**src/hdl/trrs_pkg.sv**
```systemverilog
// ============================================================================
// trrs_pkg
// Types and constants shared by the two-level round-robin thread scheduler.
// ============================================================================
package trrs_pkg;

    localparam int ID_W            = 6;
    localparam int QW              = 8;
    localparam int CNT_W           = 7;
    localparam int MAX_THREADS_DEF = 64;
    localparam logic [QW-1:0] QUANTUM_RESET = 8'd4;

    typedef enum logic [2:0] {
        REQ_TICK   = 3'd0,
        REQ_CREATE = 3'd1,
        REQ_WAKEUP = 3'd2,
        REQ_SLEEP  = 3'd3,
        REQ_EXIT   = 3'd4,
        REQ_ELECT  = 3'd5
    } t_req;

    typedef enum logic [1:0] {
        ST_DEAD  = 2'd0,
        ST_WAIT  = 2'd1,
        ST_READY = 2'd2,
        ST_RUN   = 2'd3
    } t_status;

    typedef struct packed {
        logic    kernel;
        t_status status;
    } t_tent;

    typedef struct packed {
        logic [2:0]      req_type;
        logic [ID_W-1:0] thread_id;
        logic            is_kernel;
    } t_in;

    typedef struct packed {
        logic             elected_valid;
        logic [ID_W-1:0]  elected_id;
        logic             elected_kernel;
        logic             resched_request;
        logic [CNT_W-1:0] ready_count;
        logic [CNT_W-1:0] user_threads;
        logic [CNT_W-1:0] total_threads;
        logic             rejected;
    } t_out;

endpackage

```
**src/hdl/trrs_ram.sv**
```systemverilog
// ============================================================================
// trrs_ram
// Generic single-write, single-read RAM with registered read data.
// ============================================================================
module trrs_ram #(
    parameter int WIDTH = 8,
    parameter int DEPTH = 64,
    localparam int AW = (DEPTH > 1) ? $clog2(DEPTH) : 1
) (
    input  logic             i_clk,
    input  logic             i_we,
    input  logic [AW-1:0]    i_waddr,
    input  logic [WIDTH-1:0] i_wdata,
    input  logic             i_re,
    input  logic [AW-1:0]    i_raddr,
    output logic [WIDTH-1:0] o_rdata
);

    logic [WIDTH-1:0] r_mem [DEPTH];

    always_ff @(posedge i_clk) begin
        if (i_we) begin
            r_mem[i_waddr] <= i_wdata;
        end
        if (i_re) begin
            o_rdata <= r_mem[i_raddr];
        end
    end

endmodule

```
**src/hdl/two_level_round_robin_thread_scheduler.sv**
```systemverilog
// ============================================================================
// two_level_round_robin_thread_scheduler
// Each accepted transaction is registered in the input register and its
// result in the result register. Transactions are taken one per cycle while
// the receiver does not stall, set by the single execute stage and the one
// write port of the thread-status RAM. Reset is synchronous: deques empty,
// all threads dead through per-thread valid bits.
// Kernel and user ready deques with a cached head entry each; kernel first.
// ============================================================================
module two_level_round_robin_thread_scheduler #(
    parameter int MAX_THREADS = trrs_pkg::MAX_THREADS_DEF
) (
    input  logic                    i_clk,
    input  logic                    i_rst_n,
    input  logic                    i_in_valid,
    output logic                    o_in_ready,
    input  trrs_pkg::t_in           i_in_data,
    output logic                    o_out_valid,
    input  logic                    i_out_ready,
    output trrs_pkg::t_out          o_out_data,
    input  logic                    i_cfg_valid,
    output logic                    o_cfg_ready,
    input  logic [trrs_pkg::QW-1:0] i_cfg_data
);

    import trrs_pkg::*;

    localparam int AW = (MAX_THREADS > 1) ? $clog2(MAX_THREADS) : 1;
    localparam int FW = $clog2(MAX_THREADS + 1);
    localparam int SW = FW + 1;
    localparam int XW = AW + ID_W;
    localparam int RW = SW + CNT_W;
    localparam int TW = $bits(t_tent);
    localparam int DQ_K = 0;
    localparam int DQ_U = 1;
    localparam logic [AW-1:0] LAST = AW'(MAX_THREADS - 1);
    localparam logic [FW-1:0] FULL = FW'(MAX_THREADS);

    typedef struct packed {
        logic [AW-1:0]   head;
        logic [FW-1:0]   fill;
        logic [ID_W-1:0] hv;
    } t_dq;

    function automatic logic [AW-1:0] to_addr(input logic [ID_W-1:0] id);
        logic [XW-1:0] x;
        x = XW'(id);
        return x[AW-1:0];
    endfunction

    function automatic logic [AW-1:0] inc_wrap(input logic [AW-1:0] a);
        return (a == LAST) ? '0 : a + 1'b1;
    endfunction

    function automatic logic [AW-1:0] dec_wrap(input logic [AW-1:0] a);
        return (a == '0) ? LAST : a - 1'b1;
    endfunction

    function automatic logic [AW-1:0] add_wrap(input logic [AW-1:0] h,
                                                input logic [FW-1:0] f);
        logic [SW-1:0] s;
        s = SW'(h) + SW'(f);
        if (s >= SW'(MAX_THREADS)) begin
            s = s - SW'(MAX_THREADS);
        end
        return s[AW-1:0];
    endfunction

    // handshake
    logic s1_go, in_acc;

    // registers
    logic [QW-1:0]          r_quantum;
    logic                   r_s1_valid;
    t_in                    r_in;
    logic                   r_st_fhit;
    t_tent                  r_st_fdata;
    logic [MAX_THREADS-1:0] r_st_vld;
    t_dq                    r_dq [2];
    logic [1:0]             r_dq_fhit;
    logic [ID_W-1:0]        r_dq_fdata [2];
    logic [ID_W-1:0]        r_run_id;
    logic                   r_run_valid;
    logic                   r_cur_run;
    logic                   r_cur_kernel;
    logic [QW-1:0]          r_ql;
    logic                   r_resched;
    logic [CNT_W-1:0]       r_user_cnt;
    logic [CNT_W-1:0]       r_total_cnt;
    logic                   r_out_valid;
    t_out                   r_out;

    // next state
    t_dq                    n_dq [2];
    logic [1:0]             n_dq_fhit;
    logic [ID_W-1:0]        n_run_id;
    logic                   n_run_valid;
    logic                   n_cur_run;
    logic                   n_cur_kernel;
    logic [QW-1:0]          n_ql;
    logic                   n_resched;
    logic [CNT_W-1:0]       n_user_cnt;
    logic [CNT_W-1:0]       n_total_cnt;
    logic                   n_st_fhit;
    t_out                   n_out;

    // execute stage
    t_req                   req;
    logic                   tid_ok;
    logic [AW-1:0]          t_addr;
    logic [AW-1:0]          r_addr;
    t_tent                  t_ent;
    t_status                t_stat;
    logic [TW-1:0]          st_rdata;
    logic [AW-1:0]          st_raddr;
    logic                   st_we;
    logic [AW-1:0]          st_waddr;
    t_tent                  st_wdata;
    logic [1:0]             push_h, push_t, pop_en;
    logic [ID_W-1:0]        push_val;
    logic                   elect_pop;
    logic [QW-1:0]          ql_dec;
    logic [1:0]             dq_we;
    logic [AW-1:0]          dq_waddr [2];
    logic [AW-1:0]          dq_raddr [2];
    logic [ID_W-1:0]        dq_rdata [2];
    logic [ID_W-1:0]        dq_next  [2];
    logic [RW-1:0]          rdy_wide;

    assign s1_go       = r_s1_valid && (!r_out_valid || i_out_ready);
    assign o_in_ready  = !r_s1_valid || s1_go;
    assign in_acc      = i_in_valid && o_in_ready;
    assign o_cfg_ready = 1'b1;
    assign o_out_valid = r_out_valid;
    assign o_out_data  = r_out;

    // thread status and kind, read when a transaction is accepted
    assign st_raddr  = to_addr(i_in_data.thread_id);
    assign n_st_fhit = s1_go && st_we && (st_waddr == st_raddr);

    trrs_ram #(
        .WIDTH (TW),
        .DEPTH (MAX_THREADS)
    ) u_status_ram (
        .i_clk   (i_clk),
        .i_we    (s1_go && st_we),
        .i_waddr (st_waddr),
        .i_wdata (st_wdata),
        .i_re    (in_acc),
        .i_raddr (st_raddr),
        .o_rdata (st_rdata)
    );

    // ready deques; each RAM keeps the entry after the head on its read port
    for (genvar g = 0; g < 2; g++) begin : g_dq
        trrs_ram #(
            .WIDTH (ID_W),
            .DEPTH (MAX_THREADS)
        ) u_dq_ram (
            .i_clk   (i_clk),
            .i_we    (s1_go && dq_we[g]),
            .i_waddr (dq_waddr[g]),
            .i_wdata (push_val),
            .i_re    (1'b1),
            .i_raddr (dq_raddr[g]),
            .o_rdata (dq_rdata[g])
        );
        assign dq_next[g] = r_dq_fhit[g] ? r_dq_fdata[g] : dq_rdata[g];
    end

    assign req    = t_req'(r_in.req_type);
    assign tid_ok = int'(r_in.thread_id) < MAX_THREADS;
    assign t_addr = to_addr(r_in.thread_id);
    assign r_addr = to_addr(r_run_id);
    assign t_ent  = r_st_fhit ? r_st_fdata :
                    (r_st_vld[t_addr] ? t_tent'(st_rdata) :
                                        t_tent'{kernel: 1'b0, status: ST_DEAD});
    assign t_stat = (r_cur_run && (r_in.thread_id == r_run_id)) ? ST_RUN
                                                                : t_ent.status;

    always_comb begin
        st_we        = 1'b0;
        st_waddr     = t_addr;
        st_wdata     = '{kernel: r_in.is_kernel, status: ST_READY};
        push_h       = '0;
        push_t       = '0;
        pop_en       = '0;
        push_val     = r_in.thread_id;
        elect_pop    = 1'b0;
        ql_dec       = '0;
        n_run_id     = r_run_id;
        n_run_valid  = r_run_valid;
        n_cur_run    = r_cur_run;
        n_cur_kernel = r_cur_kernel;
        n_ql         = r_ql;
        n_resched    = r_resched;
        n_user_cnt   = r_user_cnt;
        n_total_cnt  = r_total_cnt;
        n_out        = '0;

        unique case (req)
            REQ_TICK: begin
                if (r_run_valid) begin
                    ql_dec = (r_ql != '0) ? r_ql - 1'b1 : '0;
                    n_ql   = ql_dec;
                    if (ql_dec == '0) begin
                        n_resched = 1'b1;
                    end
                end
            end
            REQ_CREATE: begin
                if (!tid_ok || t_stat != ST_DEAD) begin
                    n_out.rejected = 1'b1;
                end else begin
                    st_we       = 1'b1;
                    n_total_cnt = r_total_cnt + 1'b1;
                    if (r_in.is_kernel) begin
                        push_h[DQ_K] = 1'b1;
                    end else begin
                        n_user_cnt   = r_user_cnt + 1'b1;
                        push_t[DQ_U] = 1'b1;
                    end
                end
            end
            REQ_WAKEUP: begin
                if (!tid_ok || t_stat == ST_DEAD || t_stat == ST_RUN) begin
                    n_out.rejected = 1'b1;
                end else if (t_stat == ST_WAIT) begin
                    st_we    = 1'b1;
                    st_wdata = '{kernel: t_ent.kernel, status: ST_READY};
                    if (t_ent.kernel) begin
                        push_h[DQ_K] = 1'b1;
                        n_resched    = 1'b1;
                    end else begin
                        push_h[DQ_U] = 1'b1;
                    end
                end
            end
            REQ_SLEEP, REQ_EXIT: begin
                if (!r_run_valid || !r_cur_run) begin
                    n_out.rejected = 1'b1;
                end else begin
                    st_we     = 1'b1;
                    st_waddr  = r_addr;
                    st_wdata  = '{kernel: r_cur_kernel,
                                  status: (req == REQ_SLEEP) ? ST_WAIT : ST_DEAD};
                    n_cur_run = 1'b0;
                    if (req == REQ_EXIT) begin
                        n_total_cnt = r_total_cnt - 1'b1;
                        if (!r_cur_kernel) begin
                            n_user_cnt = r_user_cnt - 1'b1;
                        end
                    end
                end
            end
            REQ_ELECT: begin
                n_resched = 1'b0;
                elect_pop = 1'b1;
                push_val  = r_run_id;
                if (r_run_valid && r_cur_run) begin
                    if (r_cur_kernel) begin
                        push_t[DQ_K] = 1'b1;
                    end else begin
                        push_t[DQ_U] = 1'b1;
                    end
                end
            end
            default: begin
                n_out.rejected = 1'b1;
            end
        endcase

        // pushes
        for (int d = 0; d < 2; d++) begin
            n_dq[d]     = r_dq[d];
            dq_we[d]    = 1'b0;
            dq_waddr[d] = r_dq[d].head;
            if (push_h[d] && r_dq[d].fill != FULL) begin
                n_dq[d].head = dec_wrap(r_dq[d].head);
                n_dq[d].hv   = push_val;
                n_dq[d].fill = r_dq[d].fill + 1'b1;
                dq_waddr[d]  = dec_wrap(r_dq[d].head);
                dq_we[d]     = 1'b1;
            end
            if (push_t[d] && r_dq[d].fill != FULL) begin
                if (r_dq[d].fill == '0) begin
                    n_dq[d].hv = push_val;
                end
                n_dq[d].fill = r_dq[d].fill + 1'b1;
                dq_waddr[d]  = add_wrap(r_dq[d].head, r_dq[d].fill);
                dq_we[d]     = 1'b1;
            end
        end

        // elect pops the kernel deque first
        pop_en[DQ_K] = elect_pop && (n_dq[DQ_K].fill != '0);
        pop_en[DQ_U] = elect_pop && (n_dq[DQ_K].fill == '0) && (n_dq[DQ_U].fill != '0);
        for (int d = 0; d < 2; d++) begin
            if (pop_en[d]) begin
                n_out.elected_valid  = 1'b1;
                n_out.elected_id     = n_dq[d].hv;
                n_out.elected_kernel = (d == DQ_K);
                n_dq[d].head = inc_wrap(n_dq[d].head);
                n_dq[d].fill = n_dq[d].fill - 1'b1;
                n_dq[d].hv   = (push_t[d] && r_dq[d].fill == FW'(1)) ? push_val
                                                                      : dq_next[d];
            end
        end
        if (elect_pop) begin
            if (pop_en != '0) begin
                n_run_id     = n_out.elected_id;
                n_run_valid  = 1'b1;
                n_cur_run    = 1'b1;
                n_cur_kernel = n_out.elected_kernel;
                n_ql         = r_quantum;
            end else begin
                n_run_valid = 1'b0;
                n_cur_run   = 1'b0;
                n_ql        = '0;
            end
        end

        for (int d = 0; d < 2; d++) begin
            dq_raddr[d]  = inc_wrap(s1_go ? n_dq[d].head : r_dq[d].head);
            n_dq_fhit[d] = s1_go && dq_we[d] && (dq_waddr[d] == dq_raddr[d]);
        end

        rdy_wide              = RW'(n_dq[DQ_K].fill) + RW'(n_dq[DQ_U].fill);
        n_out.resched_request = n_resched;
        n_out.ready_count     = rdy_wide[CNT_W-1:0];
        n_out.user_threads    = n_user_cnt;
        n_out.total_threads   = n_total_cnt;
    end

    always_ff @(posedge i_clk) begin
        if (!i_rst_n) begin
            r_quantum    <= QUANTUM_RESET;
            r_s1_valid   <= 1'b0;
            r_st_vld     <= '0;
            r_dq[DQ_K]   <= '0;
            r_dq[DQ_U]   <= '0;
            r_run_id     <= '0;
            r_run_valid  <= 1'b0;
            r_cur_run    <= 1'b0;
            r_cur_kernel <= 1'b0;
            r_ql         <= '0;
            r_resched    <= 1'b0;
            r_user_cnt   <= '0;
            r_total_cnt  <= '0;
            r_out_valid  <= 1'b0;
        end else begin
            if (i_cfg_valid) begin
                r_quantum <= i_cfg_data;
            end
            if (in_acc) begin
                r_s1_valid <= 1'b1;
            end else if (s1_go) begin
                r_s1_valid <= 1'b0;
            end
            if (s1_go) begin
                if (st_we) begin
                    r_st_vld[st_waddr] <= 1'b1;
                end
                r_dq[DQ_K]   <= n_dq[DQ_K];
                r_dq[DQ_U]   <= n_dq[DQ_U];
                r_run_id     <= n_run_id;
                r_run_valid  <= n_run_valid;
                r_cur_run    <= n_cur_run;
                r_cur_kernel <= n_cur_kernel;
                r_ql         <= n_ql;
                r_resched    <= n_resched;
                r_user_cnt   <= n_user_cnt;
                r_total_cnt  <= n_total_cnt;
                r_out_valid  <= 1'b1;
            end else if (i_out_ready) begin
                r_out_valid <= 1'b0;
            end
        end
    end

    always_ff @(posedge i_clk) begin
        if (in_acc) begin
            r_in       <= i_in_data;
            r_st_fhit  <= n_st_fhit;
            r_st_fdata <= st_wdata;
        end
        r_dq_fhit     <= n_dq_fhit;
        r_dq_fdata[0] <= push_val;
        r_dq_fdata[1] <= push_val;
        if (s1_go) begin
            r_out <= n_out;
        end
    end

endmodule

```
**config.mk**
```make
export PLATFORM = sky130hd
export DESIGN_NAME = two_level_round_robin_thread_scheduler
export DESIGN_NICKNAME = d
export VERILOG_FILES = /design/src/hdl/trrs_pkg.sv /design/src/hdl/trrs_ram.sv /design/src/hdl/two_level_round_robin_thread_scheduler.sv
export SDC_FILE = /design/constraint.sdc
export NUM_CORES = 2
export LEC_CHECK = 0
export ABC_AREA = 0
export BUFFER_PORTS_ARGS = -buffer_cell sky130_fd_sc_hd__buf_2
export CAP_MARGIN = 5
export CORE_MARGIN = 2
export CORE_UTILIZATION = 57
export CTS_CLUSTER_SIZE = 24
export DETAILED_ROUTE_END_ITERATION = 8
export PLACE_DENSITY = 0.84
export SLEW_MARGIN = 40
export SYNTH_ARGS = -nofsm -noshare
export SYNTH_HDL_FRONTEND = slang
export SYNTH_SLANG_ARGS = --single-unit
```
**constraint.sdc**
```tcl
create_clock -name i_clk -period 8.5 [get_ports i_clk]
set_input_delay 2.55 -clock i_clk [delete_from_list [all_inputs] [get_ports i_clk]]
set_output_delay 2.55 -clock i_clk [all_outputs]
set_load 0.03 [all_outputs]
```
* Word-level counts from Yosys, hierarchy flattened *
Memory sizes are Yosys's and may differ from the RTL's. A register that Yosys moved wholly into a read port is not among the register bits.
Cells that the tools add are included.

word-level totals
  bits in registers = 153
  RAM bits = 1010
  bits of input ports = 23
  output and inout port bits = 34
  word-level logic and storage cells = 246
  memories = 5

memories
  memory                  words  bits a word  rd ports  clocked after Yosys merged registers in  write ports  RTL line                                      text
  g_dq[0].u_dq_ram.r_mem  64     6            1         1                                        1            trrs_ram.sv:19                                logic [WIDTH-1:0] r_mem [DEPTH];
  g_dq[1].u_dq_ram.r_mem  64     6            1         1                                        1            trrs_ram.sv:19
  u_status_ram.r_mem      64     3            1         1                                        1            trrs_ram.sv:19
  r_dq                    2      19           2         0                                        2            two_level_round_robin_thread_scheduler.sv:79  t_dq r_dq [2];
  r_dq_fdata              2      6            2         0                                        2            two_level_round_robin_thread_scheduler.sv:81  logic [ID_W-1:0] r_dq_fdata [2];

cells by class
  add/sub/neg operators = 20
  magnitude comparators = 5
  eq/ne operators = 20
  muxes and demuxes = 113
  bitwise operators = 3
  reductions and logical operators = 53

operator list
  kind                 count
  $mux 6               23
  $mux 19              6
  $or 64x64->64        1
  $mux 7               9
  $mux 1               48
  $mux 8               6
  $add 7x1->7 const B  4
  $pmux 7 s2           2
  $sub 7x1->7 const B  4
  $mux 13              2
  $add 6x1->6 const B  4
  $eq 6x6->1           4
  $eq 6x6->1 const B   4
  $sub 6x1->6 const B  4
  $logic_not 7->1      3
  $logic_and 1x1->1    20
  $add 6x7->8          2
  $ge 8x7->1 const B   2
  $mux 3               5
  $eq 7x1->1 const B   2
  $lt 6x7->1 const B   2
  $ne 7x7->1 const B   2
  $reduce_bool 2->1    7
  $reduce_bool 7->1    2
  27 further kinds     46

* Longest topological paths before layout *
  word-level depth = 22
  depth in mapped cells = 39
  depth with buffers taken out = 33

* Cells and area by module *
From an unflattened synthesis, not the netlist that was laid out.

second synthesis, totals
  cells, all modules = 3244
  area, all modules = 50748.7 µm²

modules (own cells, without submodules)
  module                                  instances  cells an instance  area each (µm²)  seq. area each (µm²)
  trrs_ram at g_dq[1].u_dq_ram            1          720                15285.9          11711.2
  trrs_ram at g_dq[0].u_dq_ram            1          728                15259.6          11711.2
  two_level_round_robin_thread_scheduler  1          1373               12309.3          4774.6
  trrs_ram at u_status_ram                1          423                7893.8           5855.6

* Least setup slack after synthesis *
No wires, ideal clock.

  kind = register -> register
  start point = register r_in, in the netlist t_addr[0]
  end point = register g_dq[1].u_dq_ram.o_rdata[1] (read register of g_dq[1].u_dq_ram.r_mem)
  library setup time = 0.134 ns
  data arrival time = 8.055 ns
  data required time = 8.366 ns
  path slack = 0.311 ns
  stages on the path, launching flop included = 39
  buffers on the path = 11
  period minus slack after synthesis = 8.189 ns
  cells stage by stage = edfxtp_1 -> buf_6 -> buf_6 -> buf_6 -> mux2i_1 -> a22oi_1 -> nand3_1 -> nand2_2 -> o311ai_0 -> nor2_1 -> a211oi_1 -> ha_1 -> nand4bb_1 -> o2bb2ai_1 -> nand2_1 -> a31oi_2 -> nand2b_1 -> clkbuf_1 -> (+3 left out) -> nand3_1 -> mux2i_1 -> nand4_1 -> or2_1 -> buf_2 -> xor2_1 -> o31ai_1 -> buf_2 -> buf_4 -> buf_2 -> ha_1 -> clkbuf_1 -> clkbuf_1 -> clkbuf_1 -> mux4_2 -> mux2i_1 -> o22ai_1 -> or4_1

on the way
  cells in the longest elaborated chain, start to end = 19
  elaborated cells on any way between the ends = 40
  those cells by class = add/sub: 2; eq/ne: 5; mux: 22; reduce/logical: 11

ends and longest elaborated chain
  item                                                  RTL line                                       text
  from (decl)                                           two_level_round_robin_thread_scheduler.sv:75   t_in r_in;
  from (signal assigned)                                two_level_round_robin_thread_scheduler.sv:383  r_in <= i_in_data;
  branches (longest 15 deep; another with $add 6x1->6)  -
  $mux 19 *                                             two_level_round_robin_thread_scheduler.sv:299  if (pop_en[d]) begin
  $mux 6 *                                              two_level_round_robin_thread_scheduler.sv:324  dq_raddr[d] = inc_wrap(s1_go ? n_dq[d].head : r_dq[d].head);
  $add 6x1->6 / $eq 6x6->1 (equally long branches)      two_level_round_robin_thread_scheduler.sv:52   return (a == LAST) ? '0 : a + 1'b1;
  $mux 6 *                                              two_level_round_robin_thread_scheduler.sv:52
  to (decl)                                             trrs_ram.sv:16                                 output logic [WIDTH-1:0] o_rdata

Mark *: on every way between the ends. The select of a mux whose other input is x is not followed.
A chain may end at the register's enable or synchronous reset.

* Worst setup path in the final report *
Ends and elaborated chain as after synthesis.

==> flow_summary.json <==
{
  "required_ns": 9.10,
  "placementRows": 108,
  "placed_area_um2": 51800,
  "total_power_mw": 12.6,
  "cp.arrival_ns": 8.75,
  "areaGrowthSynthToFinish_pct": 11.0,
  "die_area_um2": 90500,
  "yosys.area.top_type_share": 0.626,
  "ys_top_cells_by_area": "edfxtp_1 63%, mux4_2 8.3%, mux2i_1 5.4%",
  "clk-insertion-delay-late_ns": 0.73,
  "rsz0062_at_grt": "false",
  "dpl.hpwl_um": 72800,
  "pwr-share-seq": 0.510,
  "irDropWorstVdd_mv": 0.209,
  "clk_pin_slew_ns": 0.07,
  "die_h_um": 301,
  "async_flop_share": 0,
  "worstMarginPinSlew_ns": 0.953,
  "drtAntennaViolNets": 0,
  "synth_fp_nets": 3284,
  "worst_setup_path_start_kind": "flip-flop",
  "syn_area_um2": 50200,
  "maxCapViolCount": 0,
  "synth-edff-count": 1046,
  "grt_max_degree": 107,
  "detail_route.wl_per_cell_um": 26.2,
  "slew_violations": 0,
  "cts_made_buffers": 112,
  "drive_above_1_share": 0.160,
  "setup_violations": 0,
  "synth_xor_area_frac": 0.0164,
  "cts_tree": "yes",
  "start_util": 0.577,
  "cts-root-buf": "clkbuf_16",
  "grt_usage": 0.260,
  "h-tree-depth": 3,
  "slew_headroom": 0.358,
  "clockBufferDepth": 3,
  "timing.fmax_mhz": 123,
  "drt_first_pass_iters": 7,
  "dr_total_vias": 29692,
  "finalClockSkew_ns": 0.0474,
  "synth.distinct_cells": 91,
  "synthMuxAreaShare": 0.138,
  "synth_top_area_cell": "edfxtp_1",
  "cp_max_fo": 49,
  "dp_slack_ns": 0.287,
  "ys_warn_count": 0,
  "routed_via_density": 6.54,
  "overflow": 0,
  "core_um2": 87000,
  "comb_power_share": 0.096,
  "outcome": "complete, no violations",
  "portBuffers": 55,
  "timing_worst_setup_path_type": "reg2reg",
  "max_stage_delay_ns": 0.48,
  "clock-sinks": 1172,
  "ys_ff_latch": 1172,
  "critPathSlowestCell": "edfxtp_1",
  "synthAdderAreaFrac": 0.0112,
  "avgSynthCellArea_um2": 15.6,
  "timing.setup.tns_ns": 0,
  "antenna_found_initial": 3,
  "seq_area_frac_synth": 0.676,
  "route.detailed.drc": 0,
  "synth_top_family_by_area": "multiplexers",
  "hold_viol_final": 0,
  "finalCritPeriodShare": 0.959,
  "synth_most_common_cell": "edfxtp_1",
  "grt_pass1_vias": 29030,
  "p_leak_nw": 18.2,
  "synth-main-ff-cell": "edfxtp_1",
  "instances_no_fill": 4542,
  "p_switching_mw": 3.02,
  "min_period_ns": 8.15,
  "worstHoldPathType": "reg2reg",
  "io-pin-count": 57,
  "dieWidth_um": 301,
  "cellInternalPower_mw": 9.56,
  "fin_area_um2": 55700,
  "initialDrtViolationCount": 3557,
  "synth-compound-area-share": 0.0674,
  "endpoint_kind": "flip-flop",
  "synth_commonest_cells": "1046 x edfxtp_1, 339 x nor2_1, 273 x mux2i_1",
  "power_frac_clock": 0.394,
  "gp_congestion": 0.926,
  "r2r_slack_ns": 0.35,
  "layout_setup_ws_ns": 0.353,
  "grt_pass1_wl_um": 178000,
  "postRouteWirelength_um": 119000,
  "dp.cells": 4320,
  "nFillCells": 5722,
  "synthSimpleGateAreaFrac": 0.0708,
  "power_density_nw_per_um2": 226,
  "nets": 3358,
  "syn_inst": 3218,
  "switching_share": 0.240
}
## per-layer routing
layer  vias up  part of all wire  global-route usage
met5         -           0.00015                   0
met4         4             0.032              0.0888
met3       297              0.11              0.0476
met2      1946              0.48               0.417
met1     14700              0.38               0.361
li1      12745                 -                   -
## state kept, by name, summed over array words and instances (netlist names), 2 cells and up
register	count
r_user_cnt	7
r_st_vld	64
u_status_ram.o_rdata	3
r_ql	8
r_addr	6
g_dq.u_dq_ram.o_rdata	12
r_st_fdata	3
t_addr	6
req	3
r_quantum	8
r_total_cnt	7
r_dq	38
g_dq.u_dq_ram.r_mem	768
o_out_data	31
r_dq_fdata	6
r_dq_fhit	2
u_status_ram.r_mem	192
## cell type report
class	instances	area [um^2]	share of cell area
inverters	46	175	0.00314
clock inverters	55	582	0.0104
repair buffers	126	1020	0.0183
multi-input cells	1834	15500	0.278
well taps	1155	1450	0.0259
flip-flops and latches	1172	33900	0.609
clock buffers	153	3110	0.0558
diodes	1	2.50	0.0000449
## logic make-up (layout without fill, tap and decap cells)
family,after synthesis,count (layout)
DFF,1172,1172
and+or+nand+nor,759,759
AOI/OAI and AO/OA,474,475
muxes,462,462
buffers and inverters,213,380
xor gates and xnor gates,94,94
adders and majority gates,43,43
other,1,2
## metrics by stage
| step | utilization | hold slack (ns) |
|---|---|---|
| 2_1_floorplan | - | 0.440 |
| 3_5_place_dp | 0.596 | 0.454 |
| 6_report | 0.641 | 0.469 |
| 3_3_place_gp | 0.595 | 0.450 |
| 4_1_cts | 0.638 | 0.469 |
| 5_1_grt | 0.641 | 0.487 |
## worst paths after layout
kind / end / cells past startpoint / start
min: r_st_vld[22] / 1 / r_st_vld[22]
min reg2reg: r_st_vld[22] / 1 / r_st_vld[22]
max: g_dq[1].u_dq_ram.o_rdata[1] / 32 / t_addr[0]
max reg2reg: g_dq[1].u_dq_ram.o_rdata[1] / 32 / t_addr[0]
## power groups by stage
stage	clock, mW	combinational [mW]	sequential [mW]
final	4.96	1.21	6.41
after global routing	5.22	1.27	6.41
after CTS	5.00	1.16	6.41
after detailed placement	0	1.14	6.53
after global placement	0	1.11	6.53
after floorplan	0	0.807	6.51
## placed cells by master, fill, tap and decap left out, types with 11 or more instances in the layout
cell type / count
a21boi_0: 11
a22oi_1: 14
dfxtp_1: 126
xnor2_1: 56
nand3_1: 52
nor2_1: 338
clkinv_1: 12
xor2_1: 37
clkbuf_1: 27
nand2b_1: 12
a211oi_1: 26
nor3b_1: 18
o22ai_1: 87
and2_1: 38
buf_2: 53
o21a_1: 84
clkbuf_8: 13
edfxtp_1: 1046
o21ai_0: 40
and3_1: 13
a31oi_1: 11
nor4_1: 13
inv_1: 43
ha_1: 38
mux2i_1: 271
clkinv_2: 20
mux4_2: 184
a21o_1: 11
nor3_1: 29
nand2_1: 140
o21bai_1: 15
o221ai_1: 22
nor2b_1: 31
o211ai_1: 12
or3_1: 11
a21oi_1: 45
buf_6: 13
buf_4: 49
clkbuf_16: 116
## repair_timing
| action | 4_1_cts | 5_1_grt |
|---|---|---|
| setup endpoints to repair | 0 | 12 |
| hold buffers | 0 | 0 |
| resized for setup | 0 | 17 |
| setup buffers | 0 | 10 |
## critical path: cells and delay by family (launching register included)
kind | cells | cell delay (ns)
compound gates | 8 | 2.06
mux | 3 | 0.79
flops | 1 | 0.48
buf+inv | 4 | 1.01
simple gates | 14 | 2.92
xor+xnor | 1 | 0.18
fa+ha+maj | 2 | 0.55
Power figures use the tool's default switching activity.
